[config.mk]
export PLATFORM = sky130hd
export DESIGN_NAME = cobs_crc_frame_deframer_top_flat
export DESIGN_NICKNAME = d
export VERILOG_FILES = /design/src/hdl/ccfd_pkg.sv /design/src/hdl/ccfd_in_if.sv /design/src/hdl/ccfd_out_if.sv /design/src/hdl/ccfd_ram.sv /design/src/hdl/ccfd_dec.sv /design/src/hdl/ccfd_emit.sv /design/src/hdl/cobs_crc_frame_deframer_top.sv /design/src/flat_wrapper.sv
export SDC_FILE = /design/constraint.sdc
export NUM_CORES = 1
export LEC_CHECK = 0
export CAP_MARGIN = 20
export CORE_MARGIN = 2
export CORE_UTILIZATION = 60
export CTS_CLUSTER_DIAMETER = 100
export CTS_CLUSTER_SIZE = 30
export DETAILED_ROUTE_END_ITERATION = 12
export DONT_BUFFER_PORTS = 1
export GPL_TIMING_DRIVEN = 0
export PLACE_DENSITY = 0.76
export SETUP_SLACK_MARGIN = 0.1
export SKIP_LAST_GASP = 1
export SLEW_MARGIN = 20
export SYNTH_ARGS = -nofsm -noshare
export SYNTH_HDL_FRONTEND = slang
export SYNTH_SLANG_ARGS = --single-unit
[constraint.sdc]
create_clock -name clk -period 3.71 [get_ports clk]
set_input_delay 0.371 -clock clk [delete_from_list [all_inputs] [get_ports clk]]
set_output_delay 0.371 -clock clk [all_outputs]
set_load 0.005 [all_outputs]
[src/hdl/ccfd_pkg.sv]
package ccfd_pkg;

  localparam int BYTE_W   = 8;
  localparam int CRC_W    = 16;
  localparam int STATUS_W = 2;
  localparam int LEN_W    = 6;
  localparam int IDX_W    = 5;
  localparam int DROP_W   = 32;
  localparam int CMP_W    = 16;

  localparam logic [CRC_W-1:0]  CRC_POLY = 16'h1021;
  localparam logic [BYTE_W-1:0] DELIM    = 8'h00;
  localparam logic [BYTE_W-1:0] CODE_FF  = 8'hFF;

  localparam logic [STATUS_W-1:0] ST_DATA  = 2'd0;
  localparam logic [STATUS_W-1:0] ST_EMPTY = 2'd1;
  localparam logic [STATUS_W-1:0] ST_DROP  = 2'd2;

  typedef enum logic [1:0] {
    V_NONE,
    V_DROP,
    V_EMPTY,
    V_DATA
  } verdict_t;

  typedef enum logic [1:0] {
    E_IDLE,
    E_HOLD,
    E_RD,
    E_LOAD
  } emit_state_t;

  typedef struct packed {
    logic              valid;
    verdict_t          kind;
    logic [BYTE_W-1:0] ftype;
    logic [LEN_W-1:0]  len;
  } frame_t;

  // One byte through the CRC-16 register, most significant bit first.
  function automatic logic [CRC_W-1:0] crc16_byte(input logic [CRC_W-1:0] crc_in,
                                                  input logic [BYTE_W-1:0] d);
    logic [CRC_W-1:0] c;
    c = crc_in ^ {d, 8'h00};
    for (int b = 0; b < BYTE_W; b++) begin
      if (c[CRC_W-1]) begin
        c = {c[CRC_W-2:0], 1'b0} ^ CRC_POLY;
      end else begin
        c = {c[CRC_W-2:0], 1'b0};
      end
    end
    return c;
  endfunction

endpackage

[src/hdl/ccfd_in_if.sv]
interface ccfd_in_if;
  import ccfd_pkg::*;

  logic              valid;
  logic              ready;
  logic [BYTE_W-1:0] byte_in;

  modport source (output valid, output byte_in, input ready);
  modport sink (input valid, input byte_in, output ready);
endinterface

[src/hdl/ccfd_out_if.sv]
interface ccfd_out_if;
  import ccfd_pkg::*;

  logic                valid;
  logic                ready;
  logic [STATUS_W-1:0] status;
  logic [BYTE_W-1:0]   frame_type;
  logic [LEN_W-1:0]    payload_length;
  logic [BYTE_W-1:0]   payload_byte;
  logic [IDX_W-1:0]    byte_index;
  logic                last;
  logic [DROP_W-1:0]   dropped_count;

  modport source (output valid, output status, output frame_type, output payload_length,
                  output payload_byte, output byte_index, output last,
                  output dropped_count, input ready);
  modport sink (input valid, input status, input frame_type, input payload_length,
                input payload_byte, input byte_index, input last,
                input dropped_count, output ready);
endinterface

[src/hdl/ccfd_ram.sv]
module ccfd_ram #(
  parameter int WIDTH = 8,
  parameter int DEPTH = 64
) (
  input  logic                     clk,
  input  logic                     we,
  input  logic [$clog2(DEPTH)-1:0] waddr,
  input  logic [WIDTH-1:0]         wdata,
  input  logic                     re,
  input  logic [$clog2(DEPTH)-1:0] raddr,
  output logic [WIDTH-1:0]         rdata
);
  logic [WIDTH-1:0] mem [DEPTH];
  logic [WIDTH-1:0] rdata_r;

  always_ff @(posedge clk) begin
    if (we) begin
      mem[waddr] <= wdata;
    end
    if (re) begin
      rdata_r <= mem[raddr];
    end
  end

  assign rdata = rdata_r;
endmodule

[src/hdl/ccfd_dec.sv]
module ccfd_dec #(
  parameter int MAX_PAYLOAD      = 32,
  parameter int ENCODED_CAPACITY = 64
) (
  input  logic                                clk,
  input  logic                                rst_n,
  input  logic                                acc,
  input  logic [ccfd_pkg::BYTE_W-1:0]         byte_in,
  input  logic [ccfd_pkg::CRC_W-1:0]          crc_init,
  output logic                                ram_we,
  output logic [$clog2(ENCODED_CAPACITY)-1:0] ram_waddr,
  output logic [ccfd_pkg::BYTE_W-1:0]         ram_wdata,
  output ccfd_pkg::frame_t                    frame
);
  import ccfd_pkg::*;

  localparam int AW = $clog2(ENCODED_CAPACITY);
  localparam int CW = $clog2(ENCODED_CAPACITY + 1);
  localparam logic [CW-1:0]    CAP_C = CW'(ENCODED_CAPACITY);
  localparam logic [CMP_W-1:0] MAX_C = CMP_W'(MAX_PAYLOAD);

  logic [CW-1:0]     count_r, count_nxt;
  logic              ovf_r, ovf_nxt;
  logic [BYTE_W-1:0] rem_r, rem_nxt;
  logic              ff_r, ff_nxt;
  logic [AW-1:0]     wr_r, wr_nxt;
  logic [CRC_W-1:0]  crc_r, crc_nxt;
  logic [BYTE_W-1:0] type_r, type_nxt;
  logic [BYTE_W-1:0] decl_r, decl_nxt;
  logic [BYTE_W-1:0] rxlo_r, rxlo_nxt;
  logic [BYTE_W-1:0] rxhi_r, rxhi_nxt;

  logic              emit;
  logic [BYTE_W-1:0] dbyte;
  logic [CMP_W-1:0]  wr_w, decl_w;
  logic              good;

  assign wr_w   = CMP_W'(wr_r);
  assign decl_w = CMP_W'(decl_r);

  always_comb begin
    count_nxt = count_r;
    ovf_nxt   = ovf_r;
    rem_nxt   = rem_r;
    ff_nxt    = ff_r;
    wr_nxt    = wr_r;
    crc_nxt   = crc_r;
    type_nxt  = type_r;
    decl_nxt  = decl_r;
    rxlo_nxt  = rxlo_r;
    rxhi_nxt  = rxhi_r;
    emit      = 1'b0;
    dbyte     = byte_in;
    if (acc) begin
      if (byte_in == DELIM) begin
        count_nxt = '0;
        ovf_nxt   = 1'b0;
        rem_nxt   = '0;
        ff_nxt    = 1'b0;
        wr_nxt    = '0;
      end else if (!ovf_r) begin
        if (count_r >= CAP_C) begin
          ovf_nxt = 1'b1;
        end else begin
          count_nxt = count_r + CW'(1);
          if (rem_r == '0) begin
            // A code byte closes the previous group, which ends in a zero
            // unless it was a full group.
            emit    = (count_r != '0) && !ff_r;
            dbyte   = '0;
            rem_nxt = byte_in - BYTE_W'(1);
            ff_nxt  = (byte_in == CODE_FF);
          end else begin
            emit    = 1'b1;
            rem_nxt = rem_r - BYTE_W'(1);
          end
        end
      end
    end
    if (emit) begin
      wr_nxt = wr_r + AW'(1);
      if (wr_r == AW'(0)) begin
        type_nxt = dbyte;
      end
      if (wr_r == AW'(1)) begin
        decl_nxt = dbyte;
      end
      if (wr_r == AW'(0)) begin
        crc_nxt = crc16_byte(crc_init, dbyte);
      end else if (wr_w < decl_w + CMP_W'(2) || wr_r == AW'(1)) begin
        crc_nxt = crc16_byte(crc_r, dbyte);
      end
      if (wr_w == decl_w + CMP_W'(2)) begin
        rxlo_nxt = dbyte;
      end
      if (wr_w == decl_w + CMP_W'(3)) begin
        rxhi_nxt = dbyte;
      end
    end
  end

  assign ram_we    = emit;
  assign ram_waddr = wr_r;
  assign ram_wdata = dbyte;

  assign good = (rem_r == '0) && (wr_w >= CMP_W'(4)) && (wr_w == decl_w + CMP_W'(4))
              && (decl_w <= MAX_C) && ({rxhi_r, rxlo_r} == crc_r);

  always_comb begin
    frame.valid = acc && (byte_in == DELIM);
    frame.ftype = type_r;
    frame.len   = decl_r[LEN_W-1:0];
    if (ovf_r) begin
      frame.kind = V_DROP;
    end else if (count_r == '0) begin
      frame.kind = V_NONE;
    end else if (!good) begin
      frame.kind = V_DROP;
    end else if (decl_r == '0) begin
      frame.kind = V_EMPTY;
    end else begin
      frame.kind = V_DATA;
    end
  end

  always_ff @(posedge clk) begin
    if (!rst_n) begin
      count_r <= '0;
      ovf_r   <= 1'b0;
      rem_r   <= '0;
      ff_r    <= 1'b0;
      wr_r    <= '0;
    end else begin
      count_r <= count_nxt;
      ovf_r   <= ovf_nxt;
      rem_r   <= rem_nxt;
      ff_r    <= ff_nxt;
      wr_r    <= wr_nxt;
    end
  end

  always_ff @(posedge clk) begin
    crc_r  <= crc_nxt;
    type_r <= type_nxt;
    decl_r <= decl_nxt;
    rxlo_r <= rxlo_nxt;
    rxhi_r <= rxhi_nxt;
  end
endmodule

[src/hdl/ccfd_emit.sv]
module ccfd_emit #(
  parameter int ENCODED_CAPACITY = 64
) (
  input  logic                                clk,
  input  logic                                rst_n,
  input  ccfd_pkg::frame_t                    frame,
  output logic                                in_ready,
  output logic                                ram_re,
  output logic [$clog2(ENCODED_CAPACITY)-1:0] ram_raddr,
  input  logic [ccfd_pkg::BYTE_W-1:0]         ram_rdata,
  ccfd_out_if.source                          out_chan
);
  import ccfd_pkg::*;

  localparam int AW = $clog2(ENCODED_CAPACITY);

  emit_state_t       state_r, state_nxt;
  verdict_t          kind_r, kind_nxt;
  logic [BYTE_W-1:0] type_r, type_nxt;
  logic [LEN_W-1:0]  len_r, len_nxt;
  logic [LEN_W-1:0]  idx_r, idx_nxt;
  logic [DROP_W-1:0] drop_r, drop_nxt;

  logic                out_valid_r, out_valid_nxt;
  logic [STATUS_W-1:0] status_r;
  logic [BYTE_W-1:0]   otype_r;
  logic [LEN_W-1:0]    olen_r;
  logic [BYTE_W-1:0]   obyte_r;
  logic [IDX_W-1:0]    oidx_r;
  logic                olast_r;
  logic [DROP_W-1:0]   odrop_r;

  logic out_free;
  logic idx_last;
  logic load_single;
  logic load_byte;

  assign out_free = !out_valid_r || out_chan.ready;
  assign idx_last = (idx_r == len_r - LEN_W'(1));

  always_comb begin
    state_nxt = state_r;
    unique case (state_r)
      E_IDLE: begin
        if (frame.valid) begin
          unique case (frame.kind)
            V_NONE:  state_nxt = E_IDLE;
            V_DATA:  state_nxt = E_RD;
            V_DROP,
            V_EMPTY: state_nxt = E_HOLD;
            default: state_nxt = E_IDLE;
          endcase
        end
      end
      E_HOLD: begin
        if (out_free) begin
          state_nxt = E_IDLE;
        end
      end
      E_RD: state_nxt = E_LOAD;
      E_LOAD: begin
        if (out_free) begin
          state_nxt = idx_last ? E_IDLE : E_RD;
        end
      end
      default: state_nxt = E_IDLE;
    endcase
  end

  always_comb begin
    in_ready    = 1'b0;
    ram_re      = 1'b0;
    load_single = 1'b0;
    load_byte   = 1'b0;
    unique case (state_r)
      E_IDLE: in_ready = 1'b1;
      E_HOLD: load_single = out_free;
      E_RD:   ram_re = 1'b1;
      E_LOAD: load_byte = out_free;
      default: in_ready = 1'b0;
    endcase
  end

  // Payload sits after the type and length bytes in the decoded buffer.
  assign ram_raddr = AW'(idx_r) + AW'(2);

  always_comb begin
    kind_nxt = kind_r;
    type_nxt = type_r;
    len_nxt  = len_r;
    idx_nxt  = idx_r;
    drop_nxt = drop_r;
    if (frame.valid) begin
      kind_nxt = frame.kind;
      type_nxt = frame.ftype;
      len_nxt  = frame.len;
      idx_nxt  = '0;
      if (frame.kind == V_DROP) begin
        drop_nxt = drop_r + DROP_W'(1);
      end
    end
    if (load_byte) begin
      idx_nxt = idx_r + LEN_W'(1);
    end
  end

  always_comb begin
    out_valid_nxt = out_valid_r;
    if (load_single || load_byte) begin
      out_valid_nxt = 1'b1;
    end else if (out_chan.ready) begin
      out_valid_nxt = 1'b0;
    end
  end

  always_ff @(posedge clk) begin
    if (!rst_n) begin
      state_r     <= E_IDLE;
      drop_r      <= '0;
      out_valid_r <= 1'b0;
      idx_r       <= '0;
    end else begin
      state_r     <= state_nxt;
      drop_r      <= drop_nxt;
      out_valid_r <= out_valid_nxt;
      idx_r       <= idx_nxt;
    end
  end

  // The drop count travels with each result, since a later frame can bump the
  // counter while an earlier result still waits in the output register.
  always_ff @(posedge clk) begin
    kind_r <= kind_nxt;
    type_r <= type_nxt;
    len_r  <= len_nxt;
    if (load_single) begin
      obyte_r <= '0;
      oidx_r  <= '0;
      olast_r <= 1'b1;
      odrop_r <= drop_r;
      if (kind_r == V_DROP) begin
        status_r <= ST_DROP;
        otype_r  <= '0;
      end else begin
        status_r <= ST_EMPTY;
        otype_r  <= type_r;
      end
      olen_r <= '0;
    end else if (load_byte) begin
      status_r <= ST_DATA;
      otype_r  <= type_r;
      olen_r   <= len_r;
      obyte_r  <= ram_rdata;
      oidx_r   <= idx_r[IDX_W-1:0];
      olast_r  <= idx_last;
      odrop_r  <= drop_r;
    end
  end

  assign out_chan.valid          = out_valid_r;
  assign out_chan.status         = status_r;
  assign out_chan.frame_type     = otype_r;
  assign out_chan.payload_length = olen_r;
  assign out_chan.payload_byte   = obyte_r;
  assign out_chan.byte_index     = oidx_r;
  assign out_chan.last           = olast_r;
  assign out_chan.dropped_count  = odrop_r;
endmodule

[src/hdl/cobs_crc_frame_deframer_top.sv]
// Channel   Dir   Payload                                           Handshake
// in_chan   in    byte_in                                           valid/ready
// out_chan  out   status, frame_type, payload_length, payload_byte, valid/ready
//                 byte_index, last, dropped_count
// cfg       in    cfg_wdata (CRC initial value)                     cfg_we
//
// Encoded bytes are taken one per cycle; each is COBS-decoded and run through
// the CRC in the same cycle, and the decoded byte is written to the frame RAM.
// After a delimiter that ends a frame the input stalls: a drop or empty result
// is loaded from the hold state; each payload byte of a good frame is read from
// the RAM, then loaded into the output register, plus any out_chan.ready wait.
// Reset is synchronous and clears only control state; the RAM is not cleared.
module cobs_crc_frame_deframer_top #(
  parameter int MAX_PAYLOAD      = 32,
  parameter int ENCODED_CAPACITY = 64
) (
  input  logic                       clk,
  input  logic                       rst_n,
  ccfd_in_if.sink                    in_chan,
  ccfd_out_if.source                 out_chan,
  input  logic                       cfg_we,
  input  logic [ccfd_pkg::CRC_W-1:0] cfg_wdata
);
  import ccfd_pkg::*;

  localparam int AW = $clog2(ENCODED_CAPACITY);

  logic [CRC_W-1:0]  crc_init_r;
  logic              in_rdy;
  logic              acc;
  frame_t            frame;
  logic              ram_we;
  logic [AW-1:0]     ram_waddr;
  logic [BYTE_W-1:0] ram_wdata;
  logic              ram_re;
  logic [AW-1:0]     ram_raddr;
  logic [BYTE_W-1:0] ram_rdata;

  always_ff @(posedge clk) begin
    if (!rst_n) begin
      crc_init_r <= 16'hFFFF;
    end else if (cfg_we) begin
      crc_init_r <= cfg_wdata;
    end
  end

  assign in_chan.ready = in_rdy;
  assign acc           = in_chan.valid && in_rdy;

  ccfd_dec #(
    .MAX_PAYLOAD      (MAX_PAYLOAD),
    .ENCODED_CAPACITY (ENCODED_CAPACITY)
  ) u_dec (
    .clk       (clk),
    .rst_n     (rst_n),
    .acc       (acc),
    .byte_in   (in_chan.byte_in),
    .crc_init  (crc_init_r),
    .ram_we    (ram_we),
    .ram_waddr (ram_waddr),
    .ram_wdata (ram_wdata),
    .frame     (frame)
  );

  ccfd_ram #(
    .WIDTH (BYTE_W),
    .DEPTH (ENCODED_CAPACITY)
  ) u_ram (
    .clk   (clk),
    .we    (ram_we),
    .waddr (ram_waddr),
    .wdata (ram_wdata),
    .re    (ram_re),
    .raddr (ram_raddr),
    .rdata (ram_rdata)
  );

  ccfd_emit #(
    .ENCODED_CAPACITY (ENCODED_CAPACITY)
  ) u_emit (
    .clk       (clk),
    .rst_n     (rst_n),
    .frame     (frame),
    .in_ready  (in_rdy),
    .ram_re    (ram_re),
    .ram_raddr (ram_raddr),
    .ram_rdata (ram_rdata),
    .out_chan  (out_chan)
  );
endmodule

[src/flat_wrapper.sv]
// flat-port wrapper written by rule: the top's interface ports become plain ports
module cobs_crc_frame_deframer_top_flat import ccfd_pkg::*;
#(
  parameter int MAX_PAYLOAD      = 32,
  parameter int ENCODED_CAPACITY = 64
)
  (clk, rst_n, cfg_we, cfg_wdata, in_chan_valid, in_chan_byte_in, in_chan_ready, out_chan_valid, out_chan_status, out_chan_frame_type, out_chan_payload_length, out_chan_payload_byte, out_chan_byte_index, out_chan_last, out_chan_dropped_count, out_chan_ready);
  ccfd_in_if in_chan_i ();
  ccfd_out_if out_chan_i ();
  input  logic clk;
  input  logic rst_n;
  input  logic cfg_we;
  input  logic [ccfd_pkg::CRC_W-1:0] cfg_wdata;
  input wire logic [$bits(in_chan_i.valid)-1:0] in_chan_valid;
  input wire logic [$bits(in_chan_i.byte_in)-1:0] in_chan_byte_in;
  output wire logic [$bits(in_chan_i.ready)-1:0] in_chan_ready;
  output wire logic [$bits(out_chan_i.valid)-1:0] out_chan_valid;
  output wire logic [$bits(out_chan_i.status)-1:0] out_chan_status;
  output wire logic [$bits(out_chan_i.frame_type)-1:0] out_chan_frame_type;
  output wire logic [$bits(out_chan_i.payload_length)-1:0] out_chan_payload_length;
  output wire logic [$bits(out_chan_i.payload_byte)-1:0] out_chan_payload_byte;
  output wire logic [$bits(out_chan_i.byte_index)-1:0] out_chan_byte_index;
  output wire logic [$bits(out_chan_i.last)-1:0] out_chan_last;
  output wire logic [$bits(out_chan_i.dropped_count)-1:0] out_chan_dropped_count;
  input wire logic [$bits(out_chan_i.ready)-1:0] out_chan_ready;
  assign in_chan_i.valid = in_chan_valid;
  assign in_chan_i.byte_in = in_chan_byte_in;
  assign in_chan_ready = in_chan_i.ready;
  assign out_chan_valid = out_chan_i.valid;
  assign out_chan_status = out_chan_i.status;
  assign out_chan_frame_type = out_chan_i.frame_type;
  assign out_chan_payload_length = out_chan_i.payload_length;
  assign out_chan_payload_byte = out_chan_i.payload_byte;
  assign out_chan_byte_index = out_chan_i.byte_index;
  assign out_chan_last = out_chan_i.last;
  assign out_chan_dropped_count = out_chan_i.dropped_count;
  assign out_chan_i.ready = out_chan_ready;
  cobs_crc_frame_deframer_top #(.MAX_PAYLOAD(MAX_PAYLOAD), .ENCODED_CAPACITY(ENCODED_CAPACITY)) u_core (.clk(clk), .rst_n(rst_n), .in_chan(in_chan_i), .out_chan(out_chan_i), .cfg_we(cfg_we), .cfg_wdata(cfg_wdata));
endmodule
-- Word-level counts from Yosys, hierarchy flattened
Memory sizes are Yosys's and may differ from the RTL's. A register that Yosys moved wholly into a read port is not among the register bits.
Index checks and enable logic that the tools add are counted.
- bits in registers: 206
- bits in writable memories: 512
- output and inout port bits: 64
- memories kept: 1
- memories (memory ; words ; bits a word ; rd ports ; clocked after Yosys merged registers in ; wr ports ; RTL line ; text):
    u_core.u_ram.mem ; 64 ; 8 ; 1 ; 1 ; 1 ; ccfd_ram.sv:13 ; logic [WIDTH-1:0] mem [DEPTH];
- add/subtract/negate cells: 11
- $lt $le $gt $ge: 4
- eq/ne operators: 19
- muxes and demuxes: 108
- bitwise gates (word level): 18
- reductions and logical operators: 38
- operator list (operator ; number):
    $mux 16 ; 37
    $mux 13 ; 16
    $mux 8 ; 12
    $mux 32 ; 2
    $not 3->3 ; 16
    $add 32x1->32 const B ; 1
    $xor 16x16->16 ; 2
    $mux 6 ; 5
    $eq 6x9->1 ; 3
    $logic_not 8->1 ; 3
    $mux 1 ; 21
    $mux 7 ; 3
    $mux 2 ; 10
    $add 8x2->9 const B ; 2
    $eq 16x16->1 ; 1
    $lt 6x16->1 ; 1
    $sub 8x1->8 const B ; 2
    $reduce_and 2->1 ; 7
    $reduce_bool 2->1 ; 7
    $add 6x1->6 const B ; 2
    $add 8x3->9 const B ; 1
    $eq 2x2->1 const B ; 4
    $eq 8x8->1 const B ; 1
    $le 8x6->1 const B ; 1
    22 further kinds ; 38

-- Depth between registers and ports, before layout
- word-level depth: 46
- depth in mapped cells: 17
- gate-level depth less buffers: 15

-- Modules after synthesis
Synthesis repeated with hierarchy kept, for this count alone.
- cell total of the unflattened synthesis: 1834
- area, all modules: 29928.7 um^2
- by module, submodules not included (module ; times used ; cells an instance ; area each (um^2) ; sequential area each (um^2)):
    ccfd_ram ; 1 ; 940 ; 20246.9 ; 15615.0
    ccfd_emit ; 1 ; 416 ; 4764.6 ; 2962.8
    ccfd_dec ; 1 ; 425 ; 4330.4 ; 1901.8
    cobs_crc_frame_deframer_top ; 1 ; 53 ; 586.8 ; 320.3

-- Least setup slack after synthesis
Ideal clock, no wire load.
- path kind: reg2reg
- start: register u_core.u_dec.decl_r[2]
- end: register u_core.u_dec.rxhi_r[0], enable pin
- data arrival time: 2.812 ns
- slack: 0.479 ns
- cell stages (with the launch flop): 7
- path buffers: 0
- clock period less this slack: 3.231 ns
- cells stage by stage: edfxtp_1 -> ha_1 -> a21oi_1 -> xnor2_1 -> nor4_1 -> nand3_1 -> a2111oi_0
- cells in the longest elaborated chain, start to end: 3
- RTL lines (element ; RTL line ; text):
    start, declared ; ccfd_dec.sv:29 ; logic [BYTE_W-1:0] decl_r, decl_nxt;
    start signal, assigned ; ccfd_dec.sv:145 ; decl_r <= decl_nxt;
    $add 8x2->9 ; ccfd_dec.sv:96 ; if (wr_w == decl_w + CMP_W'(3)) begin
    $eq 6x9->1 ; ccfd_dec.sv:96 ;
    $reduce_and 2->1 (no line) ; - ;
    end signal, assigned ; ccfd_dec.sv:147 ; rxhi_r <= rxhi_nxt;
    end, declared ; ccfd_dec.sv:31 ; logic [BYTE_W-1:0] rxhi_r, rxhi_nxt;
No other way between the ends.
A chain may end at the register's enable or synchronous reset.

-- Final worst setup path
- start: register u_core.u_emit.state_r[1]
- end: memory u_core.u_ram.mem[45][0], enable pin
- cells in the longest elaborated chain, start to end: 6
- RTL lines (element ; RTL line ; text):
    start, declared ; ccfd_emit.sv:17 ; emit_state_t state_r, state_nxt;
    start signal, assigned ; ccfd_emit.sv:123 ; state_r <= state_nxt;
    $logic_not 2->1 ; ccfd_emit.sv:75 ; unique case (state_r)
    $mux 1 ; ccfd_emit.sv:75 ;
    named net in_chan_ready ; flat_wrapper.sv:16 ; output wire logic [$bits(in_chan_i.ready)-1:0] in_chan_ready;
    $logic_and 1x1->1 ; cobs_crc_frame_deframer_top.sv:48 ; assign acc = in_chan.valid && in_rdy;
    $mux 1 ; ccfd_dec.sv:54 ; if (acc) begin
    $mux 1 ; ccfd_ram.sv:17 ; if (we) begin
    $mux 1 (implied by the code) ; ccfd_ram.sv:18 ; mem[waddr] <= wdata;
    end, declared ; ccfd_ram.sv:13 ;
The timed path passes the listed nets, and every way through them passes these cells.

==> impl_metrics.yaml <==
run_status:
  status: "complete, but fails checks"
  violations: "setup timing"
synth:
  synthAdderAreaFrac_pct: 1.01
  synth.largest_area_cell: "edfxtp_1"
  synthCells: 1917
  synth_seq_cells: 726
  synth.avg_cell_area_um2: 15.5
  synth_xor_area_share_pct: 3.80
  synth_top_family_by_area: "multiplexers"
  synth_mux_area_share_pct: 11.0
  yosysSeqAreaShare_pct: 70.0
  synth_ff_type: "edfxtp_1"
  synthArstFlopShare_pct: 0
  synth.most_common_cell: "edfxtp_1"
  synth.top_cell.area_share_pct: 63.3
  synth_edf_count: 626
  synth.area.top_cells: "edfxtp_1 (63%), mux4_2 (9.7%), dfxtp_1 (6.7%)"
  synth_compound_area_share_pct: 2.87
  ys_top_cells_by_count: "edfxtp_1 (626), nand2_1 (218), nor2_1 (183)"
  ys_warn_count: 0
  syn_nets: 1970
  synth_cell_types: 66
  synthesis.area_um2: 29700
  synth-simple-area-share_pct: 9.73
sta:
  slew_violations: 0
  final-setup-viol-count: 8
  fmaxAchievable_mhz: 269
  fin_tns_setup_ns: -0.0754
  hold_viol: 0
  layout_min_cycle_time_ns: 3.72
  finalCritPeriodShare_pct: 100
  tightest_slew_ns: 0.981
  setup_ws_ns: -0.0136
  rsz0062_at_grt: "true"
  slew_headroom_pct: 34.4
  finClkSkew_ns: 0.0281
die:
  die_y_um: 226
  row_count: 81
  core_region_area_um2: 49000
  fp.dieW_um: 226
  die_area_um2: 51300
  boundaryPins: 93
  start_util_pct: 60.7
cells_and_area:
  nFillCells: 3329
  drive_gt1_share_pct: 14.5
  fin_nets: 2035
  fin_cells: 2667
  finish.utilization_pct: 65.4
  final_area_um2: 32000
  diodes: 0
  area_growth_pct: 7.84
grt:
  grt_overflow_total: 0
  antenna_found_initial: 0
  grt_max_degree: 69
  grt_pass1_vias: 16400
  grt.total_usage_pct: 26.2
  grt_pass1_wl_um: 99900
clock_tree:
  clock_path_buffers: 3
  cts-buffers-inserted: 28
  clock_latency_ns: 0.64
  clkSinkCount: 726
  cts.root.buffer_cell: "clkbuf_16"
  cts_tree: "yes"
  path_clk_slew_ns: 0.11
  htreeDepth: 1
placed_design:
  dpl_cell_area_um2: 30800
  dp_hpwl_um: 43900
  port_buffers: 0
  gp_congestion: 0.901
  placed_cells_incl_taps: 2591
route:
  antenna_left: 0
  drcViolationCount: 0
  drtIter0Drc: 2032
  finalWirelength_um: 65800
  wl_per_cell_um: 24.7
  num_vias: 16800
  vias_per_cell: 6.28
  drtPass1Iterations: 5
power:
  p_leak_uw: 0.00994
  vdd_drop_max_uv: 605
  p_per_area_nw_per_um2: 508
setup_path:
  arrival_ns: 3.99
  end_kind: "flop"
  crit_required_ns: 3.98
  path_max_fanout: 8
  worst-setup-path-type: "reg -> reg"
  worstSetupStartpointType: "flop"
job:
  max_cap_violations: 0
min_path:
  hold_path.class: "in -> reg"
==> per-stage QoR <==
stage          power [µW]  worst slack [ns]  hold WS [ns]
5_1_grt             16800            -0.202        0.0538
2_1_floorplan       11600             0.479         0.400
4_1_cts             16300             0.118        0.0293
6_report            16300           -0.0136        0.0385
3_3_place_gp        12300            -0.581         0.403
3_5_place_dp        12500           -0.0912         0.405
==> cell families (layout without fill, tap and decap cells) <==
kind of cell             Yosys count  count (layout)
multiplexers                     165             165
AO/OA/AOI/OAI                    136             136
XOR/XNOR                         129             129
flip-flops                       726             726
adder cells (fa/ha/maj)           24              24
AND/OR/NAND/NOR                  623             623
buffers and inverters            114             200
==> metal layers <==
layer  global-route usage, %  share of wire (%)
met1                    37.0                 41
met5                       0                  0
met3                    4.83                8.2
met2                    42.2                 48
met4                    7.85                3.3
==> repair_timing <==
item                                   in CTS  in global routing
endpoints found under the hold margin      18                  0
resized for setup                           2                 72
pin swaps                                   1                  5
hold buffers                               18                  0
setup endpoints to repair                  17                533
buffers inserted                            4                  3
==> layout make-up <==
cell class,instances,area [µm²],share of cell area [%]
well taps,664,831,2.59
inverters,24,92.6,0.289
flip-flops and latches,726,20800,64.9
repair buffers,35,385,1.20
multi-input cells,1077,8680,27.1
plain buffers,90,398,1.24
clock inverters,4,42.5,0.133
clock buffers,47,793,2.48
==> power by group <==
| part | internal (µW) | total [µW] | switching (µW) | leakage (µW) |
|---|---|---|---|---|
| sequential | 9730 | 9950 | 219 | 0.00644 |
| combinational | 807 | 2450 | 1640 | 0.00310 |
| clock | 1500 | 3880 | 2380 | 0.000401 |
| total | 12000 | 16300 | 4230 | 0.00994 |
==> worst max-delay path, cell delays in order, from the launching register on <==
cell	delay [ns]
dfxtp_1	0.38
nor2_1	0.38
and3_1	0.24
clkbuf_1	0.22
o221ai_1	0.34
nor2_1	0.30
nand3_1	0.62
nor2_1	0.89
==> path summary, 6_finish.rpt <==
check | startpoint | to | slack (ns) | depth (start not counted)
worst max register to register | u_core.u_emit.state_r[1] | u_core.u_ram.mem[45][0] | -0.01 | 7
worst min register to register | u_core.u_dec.type_r[3] | u_core.u_emit.type_r[3] | 0.42 | 0
worst min-delay path | out_chan_ready | u_core.u_emit.out_chan.valid | 0.04 | 2
worst max-delay path | u_core.u_emit.state_r[1] | u_core.u_ram.mem[45][0] | -0.01 | 7
==> registers in the layout, summed over array words and instances (netlist names), 7 cells and up <==
signal                                flops
u_core.u_dec.count_r                      7
u_core.crc_init_r                        16
u_core.u_emit.drop_r                     32
u_core.u_emit.out_chan.payload_byte       8
u_core.u_dec.rxlo_r                       8
u_core.u_ram.mem                        512
u_core.u_emit.out_chan.dropped_count     32
u_core.u_emit.type_r                      8
u_core.u_dec.crc_r                       16
u_core.u_dec.type_r                       8
u_core.u_dec.rxhi_r                       8
u_core.u_dec.decl_r                       8
u_core.u_ram.rdata                        8
u_core.u_dec.rem_r                        8
u_core.u_emit.out_chan.frame_type         8
==> cells in the final DEF, fill, tap and decap left out, types with 4 or more instances in the layout <==
master	instances
a211oi_1	5
a21oi_1	38
a31oi_1	5
a32oi_1	9
and2_1	16
and2_4	5
and3_1	8
and4_1	4
buf_1	12
buf_2	17
buf_4	9
buf_6	6
clkbuf_1	72
clkbuf_16	29
clkbuf_2	4
dfxtp_1	100
dlygate4sd3_1	18
edfxtp_1	626
ha_1	21
inv_1	19
mux2i_1	35
mux4_2	128
nand2_1	218
nand2b_1	7
nand3_1	79
nand4_1	27
nor2_1	137
nor2_2	43
nor2b_1	5
nor3_1	9
nor4_1	11
nor4_2	5
o21ai_0	43
o221ai_1	9
o31ai_1	5
or3_1	15
xnor2_1	65
xor2_1	61
Power figures use the tool's default switching activity.
